<file path="src/rtl/bra_pkg.sv">
`timescale 1ns / 1ps

package bra_pkg;

	// Action codes carried in the request
	localparam logic [1:0] ACT_FIND  = 2'd0;
	localparam logic [1:0] ACT_SET   = 2'd1;
	localparam logic [1:0] ACT_CLEAR = 2'd2;

	// Request transaction payload
	typedef struct packed {
		logic [1:0]  action;
		logic [9:0]  start_req;
		logic [10:0] count;
	} bra_req_t;

	// Result transaction payload
	typedef struct packed {
		logic       ok;
		logic [9:0] position;
	} bra_rsp_t;

	// Control from the sequencer to the word unit
	typedef struct packed {
		logic is_find;
		logic set_val;
	} bra_wu_ctl_t;

	// Status from the word unit back to the sequencer
	typedef struct packed {
		logic hit;
	} bra_wu_sts_t;

endpackage

</file>
<file path="src/rtl/bra_ram.sv">
`timescale 1ns / 1ps

module bra_ram #(
	parameter int WIDTH = 32,
	parameter int DEPTH = 32
) (
	input  logic                                   clk,
	input  logic                                   we,
	input  logic [(DEPTH > 1 ? $clog2(DEPTH) : 1)-1:0] waddr,
	input  logic [WIDTH-1:0]                       wdata,
	input  logic [(DEPTH > 1 ? $clog2(DEPTH) : 1)-1:0] raddr,
	output logic [WIDTH-1:0]                       rdata
);

	logic [WIDTH-1:0] mem_q [DEPTH];

	// One write port, one registered read port
	always_ff @(posedge clk) begin
		if (we) begin
			mem_q[waddr] <= wdata;
		end
		rdata <= mem_q[raddr];
	end

endmodule

</file>
<file path="src/rtl/bra_word_unit.sv">
`timescale 1ns / 1ps

module bra_word_unit
	import bra_pkg::*;
#(
	parameter int WORD_BITS = 32,
	parameter int PW        = 13
) (
	input  bra_wu_ctl_t                      ctl,
	input  logic [WORD_BITS-1:0]             word_in,
	input  logic signed [PW:0]               rel_lo,
	input  logic signed [PW:0]               rel_hi,
	input  logic signed [PW:0]               rel_len,
	input  logic [PW-1:0]                    want,
	input  logic [PW-1:0]                    carry_in,
	output logic [WORD_BITS-1:0]             word_out,
	output bra_wu_sts_t                      sts,
	output logic [$clog2(WORD_BITS)-1:0]     hit_off,
	output logic [PW-1:0]                    carry_out
);

	localparam int OW = $clog2(WORD_BITS);
	localparam int CW = $clog2(WORD_BITS + 1);

	// Clamp a word-relative bit bound into 0..WORD_BITS
	function automatic logic [CW-1:0] clamp_rel(input logic signed [PW:0] rel);
		logic [CW-1:0] r;
		if (rel < 0) begin
			r = '0;
		end else if (rel > $signed((PW+1)'(WORD_BITS))) begin
			r = CW'(WORD_BITS);
		end else begin
			r = rel[CW-1:0];
		end
		return r;
	endfunction

	logic [CW-1:0]        lo_c, hi_c, len_c;
	logic [WORD_BITS-1:0] sel;
	logic [WORD_BITS-1:0] used;
	logic [WORD_BITS-1:0] none_used;
	logic [OW-1:0]        last_used [WORD_BITS];
	logic [PW-1:0]        run [WORD_BITS];
	logic [WORD_BITS-1:0] hit_vec;

	assign lo_c  = clamp_rel(rel_lo);
	assign hi_c  = clamp_rel(rel_hi);
	assign len_c = clamp_rel(rel_len);

	// Range mask and occupancy view (bits past the length count as used)
	always_comb begin
		for (int b = 0; b < WORD_BITS; b++) begin
			sel[b]  = (CW'(b) >= lo_c) && (CW'(b) < hi_c);
			used[b] = word_in[b] | (CW'(b) >= len_c);
		end
	end

	// Read-modify-write merge for set and clear
	assign word_out = ctl.set_val ? (word_in | sel) : (word_in & ~sel);

	// Free run length ending at every bit, from the last used bit at or below it
	always_comb begin
		for (int b = 0; b < WORD_BITS; b++) begin
			none_used[b] = 1'b1;
			last_used[b] = '0;
			for (int j = 0; j < WORD_BITS; j++) begin
				if (j <= b && used[j]) begin
					none_used[b] = 1'b0;
					last_used[b] = OW'(j);
				end
			end
			if (none_used[b]) begin
				run[b] = carry_in + PW'(b) + PW'(1);
			end else begin
				run[b] = PW'(OW'(b) - last_used[b]);
			end
			hit_vec[b] = ctl.is_find && (run[b] == want);
		end
	end

	// Lowest bit where the run reaches the wanted length
	always_comb begin
		hit_off = '0;
		for (int b = WORD_BITS - 1; b >= 0; b--) begin
			if (hit_vec[b]) begin
				hit_off = OW'(b);
			end
		end
	end

	assign sts.hit   = |hit_vec;
	assign carry_out = run[WORD_BITS-1];

endmodule

</file>
<file path="src/rtl/bitmap_run_allocator_core.sv">
`timescale 1ns / 1ps

// First-fit run allocator over an occupancy bitmap of NBITS bits.
// Request channel: drive req and pulse start while busy is low; the
// transaction is taken at that edge and busy rises on the next cycle.
// Result channel: done is high for exactly one cycle with rsp valid;
// the receiver cannot stall, so it must take rsp in that cycle.
// Config: cfg_we with cfg_wdata writes map_length; write only while idle.
// A find or range request scans the bitmap one word per cycle through
// a single shared word unit, fed by a RAM with registered read.
// A range request scans every word; a find that hits stops at that word,
// and a find of zero length or an unknown action answers with no scan.
// One request is in flight at a time; a new start is taken in the same
// cycle that done is shown.
// Reset clears map_length to 1024 and marks every word as never written,
// so the whole bitmap reads as free with no clearing pass.

module bitmap_run_allocator_core
	import bra_pkg::*;
#(
	parameter int NBITS     = 1024,
	parameter int WORD_BITS = 32
) (
	input  logic        clk,
	input  logic        arst_n,
	input  logic        start,
	output logic        busy,
	input  bra_req_t    req,
	output logic        done,
	output bra_rsp_t    rsp,
	input  logic        cfg_we,
	input  logic [10:0] cfg_wdata
);

	localparam int NWORDS = (NBITS + WORD_BITS - 1) / WORD_BITS;
	localparam int AW     = NWORDS > 1 ? $clog2(NWORDS) : 1;
	localparam int OW     = $clog2(WORD_BITS);
	localparam int BW     = $clog2(NBITS + WORD_BITS);
	localparam int PW     = (BW > 12 ? BW : 12) + 1;

	typedef enum logic [1:0] {
		ST_IDLE,
		ST_RUN,
		ST_FIN
	} state_t;

	state_t               state_q;
	logic [10:0]          map_len_q;
	logic [AW-1:0]        cur_q;
	logic [PW-1:0]        base_q;
	logic [PW-1:0]        carry_q;
	logic [PW-1:0]        want_q;
	logic [PW-1:0]        from_q;
	logic [PW-1:0]        end_q;
	logic [PW-1:0]        len_q;
	logic [PW-1:0]        hit_end_q;
	logic                 is_find_q;
	logic                 set_val_q;
	logic                 res_ok_q;
	logic [NWORDS-1:0]    vld_q;
	logic                 rd_vld_s1;

	logic [PW-1:0]        len_w;
	logic [PW-1:0]        span_w;
	logic [PW-1:0]        end_w;
	logic [AW-1:0]        raddr;
	logic                 last_word;
	logic [WORD_BITS-1:0] rdata;
	logic [WORD_BITS-1:0] word_in;
	logic [WORD_BITS-1:0] word_out;
	logic                 ram_we;
	bra_wu_ctl_t          wu_ctl;
	bra_wu_sts_t          wu_sts;
	logic [OW-1:0]        hit_off;
	logic [PW-1:0]        carry_out;
	logic signed [PW:0]   rel_lo, rel_hi, rel_len;
	logic [PW-1:0]        pos_w;

	// Effective length and range end, worked out at accept
	always_comb begin
		len_w  = (PW'(map_len_q) > PW'(NBITS)) ? PW'(NBITS) : PW'(map_len_q);
		span_w = PW'(req.start_req) + PW'(req.count);
		end_w  = (span_w > len_w) ? len_w : span_w;
	end

	assign busy      = (state_q != ST_IDLE);
	assign last_word = (cur_q == AW'(NWORDS - 1));
	assign ram_we    = (state_q == ST_RUN) && !is_find_q;

	// Read one word ahead of the word being processed
	always_comb begin
		if (state_q == ST_RUN && !last_word) begin
			raddr = AW'(cur_q + 1'b1);
		end else if (state_q == ST_RUN) begin
			raddr = cur_q;
		end else begin
			raddr = '0;
		end
	end

	bra_ram #(
		.WIDTH(WORD_BITS),
		.DEPTH(NWORDS)
	) u_ram (
		.clk  (clk),
		.we   (ram_we),
		.waddr(cur_q),
		.wdata(word_out),
		.raddr(raddr),
		.rdata(rdata)
	);

	// A word never written reads as all free
	assign word_in = rd_vld_s1 ? rdata : '0;

	// Word-relative bounds for the shared unit
	assign rel_lo  = $signed({1'b0, from_q}) - $signed({1'b0, base_q});
	assign rel_hi  = $signed({1'b0, end_q}) - $signed({1'b0, base_q});
	assign rel_len = $signed({1'b0, len_q}) - $signed({1'b0, base_q});

	assign wu_ctl.is_find = is_find_q;
	assign wu_ctl.set_val = set_val_q;

	bra_word_unit #(
		.WORD_BITS(WORD_BITS),
		.PW       (PW)
	) u_word_unit (
		.ctl      (wu_ctl),
		.word_in  (word_in),
		.rel_lo   (rel_lo),
		.rel_hi   (rel_hi),
		.rel_len  (rel_len),
		.want     (want_q),
		.carry_in (carry_q),
		.word_out (word_out),
		.sts      (wu_sts),
		.hit_off  (hit_off),
		.carry_out(carry_out)
	);

	// Start of the found run from its last bit
	assign pos_w = hit_end_q + PW'(1) - want_q;

	// Register-written valid flag travels with the RAM read
	always_ff @(posedge clk or negedge arst_n) begin
		if (!arst_n) begin
			vld_q     <= '0;
			rd_vld_s1 <= 1'b0;
		end else begin
			rd_vld_s1 <= vld_q[raddr];
			if (ram_we) begin
				vld_q[cur_q] <= 1'b1;
			end
		end
	end

	// Length register
	always_ff @(posedge clk or negedge arst_n) begin
		if (!arst_n) begin
			map_len_q <= 11'd1024;
		end else if (cfg_we) begin
			map_len_q <= cfg_wdata;
		end
	end

	// Sequencer and result registers
	always_ff @(posedge clk or negedge arst_n) begin
		if (!arst_n) begin
			state_q   <= ST_IDLE;
			done      <= 1'b0;
			rsp       <= '0;
			cur_q     <= '0;
			base_q    <= '0;
			carry_q   <= '0;
			want_q    <= '0;
			from_q    <= '0;
			end_q     <= '0;
			len_q     <= '0;
			hit_end_q <= '0;
			is_find_q <= 1'b0;
			set_val_q <= 1'b0;
			res_ok_q  <= 1'b0;
		end else begin
			done <= 1'b0;
			unique case (state_q)
				ST_IDLE: begin
					if (start) begin
						cur_q     <= '0;
						base_q    <= '0;
						carry_q   <= '0;
						want_q    <= PW'(req.count);
						from_q    <= PW'(req.start_req);
						end_q     <= end_w;
						len_q     <= len_w;
						is_find_q <= (req.action == ACT_FIND);
						set_val_q <= (req.action == ACT_SET);
						if (req.action == ACT_FIND) begin
							res_ok_q <= 1'b0;
							state_q  <= (req.count == '0) ? ST_FIN : ST_RUN;
						end else if (req.action == ACT_SET || req.action == ACT_CLEAR) begin
							res_ok_q <= (req.count == '0) || (span_w <= len_w);
							state_q  <= ST_RUN;
						end else begin
							res_ok_q <= 1'b0;
							state_q  <= ST_FIN;
						end
					end
				end
				ST_RUN: begin
					cur_q   <= AW'(cur_q + 1'b1);
					base_q  <= base_q + PW'(WORD_BITS);
					carry_q <= carry_out;
					if (is_find_q && wu_sts.hit) begin
						res_ok_q  <= 1'b1;
						hit_end_q <= base_q + PW'(hit_off);
						state_q   <= ST_FIN;
					end else if (last_word) begin
						state_q <= ST_FIN;
					end
				end
				ST_FIN: begin
					done         <= 1'b1;
					rsp.ok       <= res_ok_q;
					rsp.position <= (res_ok_q && is_find_q) ? pos_w[9:0] : 10'd0;
					state_q      <= ST_IDLE;
				end
				default: begin
					state_q <= ST_IDLE;
				end
			endcase
		end
	end

endmodule
</file>
<file path="config.mk">
export PLATFORM = sky130hd
export DESIGN_NAME = bitmap_run_allocator_core
export DESIGN_NICKNAME = d
export VERILOG_FILES = /design/src/rtl/bra_pkg.sv /design/src/rtl/bra_ram.sv /design/src/rtl/bra_word_unit.sv /design/src/rtl/bitmap_run_allocator_core.sv
export SDC_FILE = /design/constraint.sdc
export NUM_CORES = 2
export LEC_CHECK = 0
export ABC_AREA = 1
export BUFFER_PORTS_ARGS = -buffer_cell sky130_fd_sc_hd__buf_4
export CORE_ASPECT_RATIO = 2
export CORE_MARGIN = 1
export CORE_UTILIZATION = 40
export CTS_BUF_LIST = sky130_fd_sc_hd__clkbuf_8
export CTS_CLUSTER_DIAMETER = 120
export DETAILED_ROUTE_END_ITERATION = 10
export SETUP_SLACK_MARGIN = 0.4
export SLEW_MARGIN = 20
export SYNTH_ARGS = -nofsm -noshare
export SYNTH_HDL_FRONTEND = slang
export SYNTH_SLANG_ARGS = --single-unit
</file>
<file path="constraint.sdc">
create_clock -name clk -period 11 [get_ports clk]
set_clock_uncertainty 0.15 [all_clocks]
set_input_delay 0.55 -clock clk [delete_from_list [all_inputs] [get_ports clk]]
set_output_delay 0.55 -clock clk [all_outputs]
set_load 0.005 [all_outputs]
</file>
Word-level counts from Yosys, hierarchy flattened:

Memory sizes are Yosys's and may differ from the RTL's. A register that Yosys moved wholly into a read port is not among the register bits.
Index checks and enable logic that the tools add are counted.
W data, S select, Z words.

* add/subtract/negate cells: 102
* order comparisons: 108
* eq/ne operators: 40
* muxes and demuxes: 164
* bitwise operators: 36
* reductions and logical operators: 84

Operators by type and width (count)
* $mux W13: 33
* $add A13 B1 Y13 const B: 32
* $eq A13 B11 Y1: 32
* $mux W5: 65
* $add A13 B5 Y13 const B: 16
* $ge A5 B6 Y1 const A: 32
* $add A13 B4 Y13 const B: 8
* $ge A4 B6 Y1 const A: 16
* $lt A5 B6 Y1 const A: 16
* $sub A5 B5 Y6 const A: 16
* $logic_and A1 B1 Y1: 69
* $mux W32: 2
* $or A32 B32 Y32: 2
* $add A13 B3 Y13 const B: 4
* $pmux W13 S2: 2
* $ge A3 B6 Y1 const A: 8
* $lt A4 B6 Y1 const A: 8
* $sub A4 B5 Y6 const A: 8
* $gt A14 B7 Y1 const B: 3
* $lt A14 B1 Y1 const B: 3
* $mux W1: 42
* $mux W6: 6
* $and A32 B32 Y32: 1
* $not A32 Y32: 1
* other kinds (46): 109

* bits in registers: 149
* memory bits (writable): 1024
* bits of input ports: 38
* output and inout bits: 13
* memories: 1

Memories
* u_ram.mem_q: depth 32, width 32, read ports 1, clocked after Yosys merged registers in 1, write ports 1, line bra_ram.sv:15 `logic [WIDTH-1:0] mem_q [DEPTH];`

Longest topological paths before layout:

* depth after elaboration: 74
* depth in mapped cells: 92

Hierarchy:

A second synthesis with hierarchy kept.

* cells, all modules: 7702
* area total of the unflattened synthesis: 67304.6 µm²

By module, submodules not included
* bra_ram: times used 1, cells each 3536, area each 42405.7 µm²
* bra_word_unit: times used 1, cells each 3064, area each 16274.4 µm²
* bitmap_run_allocator_core: times used 1, cells each 1102, area each 8624.5 µm²

Worst setup path after synthesis:

Ideal clock, no wire load.

* path type: register -> register
* start: register base_q[7]
* end: register hit_end_q[0]
* arrival time: 6.496 ns
* setup slack: 4.289 ns
* stages on the path, launching flop included: 75
* buffers on the path: 1
* path through: dfrtp_1 inv_1 ha_1 nand2_1 inv_1 nand2_1 nand2_1 inv_1 nand2_1 nand2_1 nand3_1 nor2_4 nand3_1 nand2_1 nand2_1 buf_6 inv_6 nand2_4 [... 39 more ...] nand2_1 nand2_1 nand2_1 nand2_1 nand2_1 nand2_1 nand2_1 nand2_1 nand2_1 nand2_1 nand2_1 nand2_1 nand2_1 nand2_1 nand2_1 nand2_1 nand2_1 nand2_1

* longest elaborated chain between the ends: 74

RTL lines
* start, declared: line bitmap_run_allocator_core.sv:50 `logic [PW-1:0] base_q;`
* start signal, assigned: line bitmap_run_allocator_core.sv:211 `base_q <= base_q + PW'(WORD_BITS);`
* $sub A13 B13 Y14 *: line bitmap_run_allocator_core.sv:119 `assign rel_len = $signed({1'b0, len_q}) - $signed({1'b0, base_q});`
* $gt A14 B7 Y1: line bra_word_unit.sv:30 `end else if (rel > $signed((PW+1)'(WORD_BITS))) begin`
* $mux W6: line bra_word_unit.sv:30
* $mux W6 *: line bra_word_unit.sv:28 `if (rel < 0) begin`
* $ge A1 B6 Y1: line bra_word_unit.sv:54 `used[b] = word_in[b] | (CW'(b) >= len_c);`
* $or A1 B1 Y1: line bra_word_unit.sv:54
* $mux W1: line bra_word_unit.sv:67 `if (j <= b && used[j]) begin`
* $mux W5 / $mux W1 (equally long branches) (30 in series): line bra_word_unit.sv:67
* $sub A5 B5 Y6 / $mux W1 (equally long branches): line bra_word_unit.sv:75, bra_word_unit.sv:67
* $mux W13: line bra_word_unit.sv:72 `if (none_used[b]) begin`
* $eq A13 B11 Y1: line bra_word_unit.sv:77 `hit_vec[b] = ctl.is_find && (run[b] == want);`
* $logic_and A1 B1 Y1: line bra_word_unit.sv:77
* $mux W5 (32 in series): line bra_word_unit.sv:85 `if (hit_vec[b]) begin`
* $add A10 B5 Y10: line bitmap_run_allocator_core.sv:215 `hit_end_q <= base_q + PW'(hit_off);`
* end signal, assigned: line bitmap_run_allocator_core.sv:215
* end, declared: line bitmap_run_allocator_core.sv:56 `logic [PW-1:0] hit_end_q;`

Mark *: on every way between the ends. The rest lies on a longest branch, timed or not.
A chain may end at the register's enable or synchronous reset.

Final worst setup path:

* start: register base_q[6]
* end: register hit_end_q[2]

The elaborated chain is that of the path after synthesis.

==> impl_results.md <==
* Fin crit share at 0.9131
* Accumulated negative setup slack at 0 ps
* Starting density of the core at 0.4034
* Initial antenna violation count at 20
* Inserted Clock Buffers at 174
* Die area at 160800 um^2
* Number of levels in the clock H-tree at 4
* CP arrival at 10710 ps
* Worst VDD drop at 0.1828 mV
* Slowest CP cell: sky130_fd_sc_hd__nand3_1
* Basic-gate share of the synthesized area counting and, or, nand and nor cells at 0.1663
* Clock tree from TritonCTS: yes
* Minimum period implied by the final worst setup slack at 10040 ps
* Final weighted congestion of routability-driven global placement at about 1.1
* Count of buffers inserted at the top-level ports at 50
* Number of global-route vias before repair at 52852
* Number of filler instances in the final layout at 15049
* Portion of synthesized cell area occupied by the leading cell type at 0.4833
* Class of the tightest hold or removal check: input pin to register
* Share of post-route cells with drive strength above 1 at 0.1131
* Xor/xnor cell area share of the yosys netlist at 0.04955
* Setup violation total in the final timing report at 0
* Mean cell area of the mapped netlist at around 10 um^2
* Top cells by area, synth: sky130_fd_sc_hd__edfxtp_1 48%, sky130_fd_sc_hd__nor2_1 6.8%, sky130_fd_sc_hd__dfrtp_1 5.5%
* Bufs on Longest Clock Path at 4
* Chip height at 566.0 um
* Post-synthesis cell type with the largest combined area: sky130_fd_sc_hd__edfxtp_1
* Maximum net fanout on the critical path at 14
* Launch instance of the worst register-to-register path: base_q[6]$_DFFE_PN0P_
* Half-perimeter wire length of the detailed placement result at around 190000 um
* Final Net Count at 6798
* Crit path required time at between 10000 and 15000 ps
* Count of endpoints failing hold in the final timing report at 0
* DRT antenna net count at 0
* Fraction of registers with async set/reset at 0.1178
* Net Sw Frac at 0.4928
* Sequential cell area fraction in the yosys report at 0.5488
* Total chip power at about 23 mW
* Final wirelength at 287800 um
* CP Buf/Inv Count at 6
* Ratio of total power to cell area at 328.8 nW/um^2
* Cell area after synthesis at about 64000 um^2
* Nature of the critical path startpoint: register
* Fraction of power consumed by sequential logic at 0.309
* Kind of end point of the critical path: register
* Setup repair after global routing missed its margin: no
* Cell family with most CP delay: simple AND/OR/NAND/NOR gates
* Max Clock Freq at 99.56 MHz
* Core Region at 157700 um^2
* Multiplexer share of the synthesized area at 0.0008849
* Clock slew at the register clock pins of the worst setup and hold paths at roughly 70 ps
* Area growth from synthesis to layout at 11.77%
* Combinational power share at 0.547
* Wire length of the first global-routing pass at 401000 um
* Largest net degree at the start of global routing at roughly 190
* Fraction of power consumed by the clock network at 0.144
* Io pins at 51
* Leak pwr at 26.58 nW
* Startpoint of the lowest-slack hold path: req[22]
* Total Routing Usage GR at 0.3543
* Dominant combinational cell family by area after synthesis: simple AND/OR/NAND/NOR gates
* Synthesized flop and latch total at roughly 1200
* Crit path launch: base_q[6]$_DFFE_PN0P_
* Switching power of the nets at 11.52 mW
* Root buffer cell: sky130_fd_sc_hd__clkbuf_8
* Dominant register cell in the synthesized netlist: sky130_fd_sc_hd__edfxtp_1
* Via total after detailed routing at 54034
* Insertion delay of the later-clocked pin in the worst-skew pair at 910 ps
* Die width at 284.0 um
* Area share of fa/ha/maj cells after synthesis at 0.02423
* First-pass detailed-route iteration total at 6
* Total count of max-transition violations in the final report at 0
* Yosys warning count at 0
* Via density at approximately 6.1
* Pint at 11.86 mW
* Site row count at 206
* Total DRC errors in the routed layout at 0
* Compound-cell area share of the yosys netlist at 0.1605
* Routed wire per std cell at between 30 and 40 um
* Kind of critical path: register to register
* # Max-Cap Violations at 0
* Worst slew margin relative to its limit at 0.1044
* Slowest stage delay, CP at 630 ps
* Transition time of the tightest slew-check pin at 1326 ps
* Syn Inst Count at 6538
* Number of synthesized flops with an enable pin at 1024
* Overflow after GRT at 0
* Cell variety after synth at 88
* Initial DRC count at 5661
* Clock tree sinks at 1197
* Run status: finished clean
* Dominant cell type by count on the critical path: sky130_fd_sc_hd__nand2_1
==> timing repair <==
action / in CTS / in global routing
endpoints found under the setup margin: 0 / 6
setup buffers: 0 / 0
resized for setup: 0 / 4
hold buffers: 51 / 0
endpoints found under the hold margin: 128 / 0
==> cells in the final DEF, fill, tap and decap left out, drive strengths merged, types with 12 or more instances in the layout <==
| cell | count |
|---|---|
| a221oi | 14 |
| nor2 | 1188 |
| xnor2 | 30 |
| edfxtp | 1024 |
| o22ai | 49 |
| o211ai | 70 |
| o2111ai | 24 |
| diode | 12 |
| a311oi | 35 |
| or2 | 58 |
| nor3 | 117 |
| o311ai | 192 |
| o311a | 32 |
| o221ai | 16 |
| a21oi | 186 |
| clkinv | 68 |
| o21ai | 598 |
| nor4 | 36 |
| ha | 120 |
| dfxtp | 32 |
| dlygate4sd3 | 51 |
| o21bai | 169 |
| o31ai | 12 |
| xor2 | 330 |
| nand3 | 159 |
| o32ai | 33 |
| nand4 | 46 |
| clkbuf | 188 |
| a31oi | 48 |
| buf | 243 |
| dfrtp | 140 |
| a211oi | 17 |
| nand2 | 864 |
| a2111oi | 19 |
| inv | 471 |
==> metal layers <==
layer,vias up,track usage,part of all wire
met3,1335,0.09106,0.070
met4,14,0.3828,0.13
met2,2858,0.5931,0.49
met5,-,0,0.00036
li1,23400,-,-
met1,26427,0.3378,0.32
==> worst paths after layout <==
| check | endpoint | slack, ps | cells past startpoint |
|---|---|---|---|
| worst min-delay path | is_find_q$_DFFE_PN0P_ | 70 | 5 |
| worst max register to register | hit_end_q[2]$_DFFE_PN0P_ | 960 | 35 |
| max in group asynchronous | vld_q[11]$_DFFE_PN0P_ | 9190 | 3 |
| worst max-delay path | hit_end_q[2]$_DFFE_PN0P_ | 960 | 35 |
| min in group asynchronous | map_len_q[2]$_DFFE_PN0P_ | 180 | 2 |
| worst min register to register | vld_q[8]$_DFFE_PN0P_ | 310 | 2 |
==> stage by stage <==
stage | hold WS (ps) | utilization | instances | instance area [um^2] | setup slack, ps
detailed placement | 295.1 | 0.4255 | 8481 | 67120 | 1313
global placement | 286.9 | 0.4251 | 8481 | 67060 | 1221
global route | 88.86 | 0.4507 | 8846 | 71090 | 402.9
finish | 71.94 | 0.4509 | 8857 | 71120 | 955.9
CTS | 28.99 | 0.4486 | 8835 | 70760 | 1277
floorplan | 104.4 | - | 6543 | 63650 | 4289
==> flip-flops by register name, summed over array words and instances (netlist names), 2 cells and up <==
signal	flops
vld_q	32
hit_end_q	10
carry_q	13
map_len_q	11
base_q	8
end_q	12
u_ram.rdata	32
u_ram.mem_q	1024
want_q	11
cur_q	5
rsp	11
from_q	10
len_q	11
state_q	2
==> logic make-up (layout without fill, tap and decap cells) <==
family / count (synthesis) / count (layout)
compound gates: 1561 / 1561
xor+xnor: 360 / 360
fa+ha+maj: 122 / 122
buf+inv: 805 / 1027
flops: 1197 / 1197
mux: 5 / 5
other cells: 2 / 19
simple gates: 2486 / 2486
==> final cells by class <==
| cell class | count | area (um^2) | share of cell area |
|---|---|---|---|
| multi-input combinational | 4541 | 26300 | 0.3698 |
| antenna | 12 | 30.03 | 0.0004222 |
| clock inverter | 117 | 573.1 | 0.008058 |
| tap | 2080 | 2603 | 0.03659 |
| inverter | 428 | 1642 | 0.02308 |
| clock buffer | 186 | 2560 | 0.03600 |
| sequential | 1197 | 34920 | 0.4911 |
| timing repair buffer | 296 | 2486 | 0.03496 |
==> synth_stat cells, types with 15 or more instances <==
cell type / n
sky130_fd_sc_hd__o21bai_1: 169
sky130_fd_sc_hd__a31oi_1: 48
sky130_fd_sc_hd__o32ai_1: 33
sky130_fd_sc_hd__o22ai_1: 49
sky130_fd_sc_hd__buf_1: 28
sky130_fd_sc_hd__dfrtp_1: 140
sky130_fd_sc_hd__xnor2_1: 30
sky130_fd_sc_hd__a311oi_1: 35
sky130_fd_sc_hd__a2111oi_0: 19
sky130_fd_sc_hd__xor2_1: 330
sky130_fd_sc_hd__nor3_1: 112
sky130_fd_sc_hd__a21oi_1: 186
sky130_fd_sc_hd__nor4_1: 36
sky130_fd_sc_hd__o211ai_1: 69
sky130_fd_sc_hd__nor2_4: 15
sky130_fd_sc_hd__inv_2: 29
sky130_fd_sc_hd__o221ai_1: 16
sky130_fd_sc_hd__o2111ai_1: 24
sky130_fd_sc_hd__nand2_2: 27
sky130_fd_sc_hd__a211oi_1: 17
sky130_fd_sc_hd__nand3_1: 148
sky130_fd_sc_hd__dfxtp_1: 32
sky130_fd_sc_hd__or2_2: 51
sky130_fd_sc_hd__edfxtp_1: 1024
sky130_fd_sc_hd__nand2_1: 828
sky130_fd_sc_hd__o311ai_0: 192
sky130_fd_sc_hd__o21ai_1: 19
sky130_fd_sc_hd__ha_1: 120
sky130_fd_sc_hd__inv_1: 379
sky130_fd_sc_hd__clkbuf_1: 329
sky130_fd_sc_hd__o21ai_0: 577
sky130_fd_sc_hd__nor2_2: 20
sky130_fd_sc_hd__nor2_1: 1148
sky130_fd_sc_hd__o311a_1: 32
sky130_fd_sc_hd__nand4_1: 43
==> worst register-to-register path, delay by kind of cell, from the launching register on <==
kind | cells | cell delay, ps
and+or+nand+nor | 25 | 7030
xor gates and xnor gates | 1 | 170
DFF | 1 | 390
AOI/OAI and AO/OA | 2 | 360
adders and majority gates | 1 | 400
buffers and inverters | 6 | 1470
==> power by group through the flow <==
stage / logic [mW] / registers (mW) / clock network [mW]
6_report: 12.8 / 7.22 / 3.37
5_1_grt: 13.6 / 7.24 / 3.58
4_1_cts: 12.2 / 7.22 / 3.42
3_5_place_dp: 12.2 / 7.31 / 0
3_3_place_gp: 12.1 / 7.30 / 0
2_1_floorplan: 7.52 / 7.21 / 0
Power figures use the tool's default switching activity.
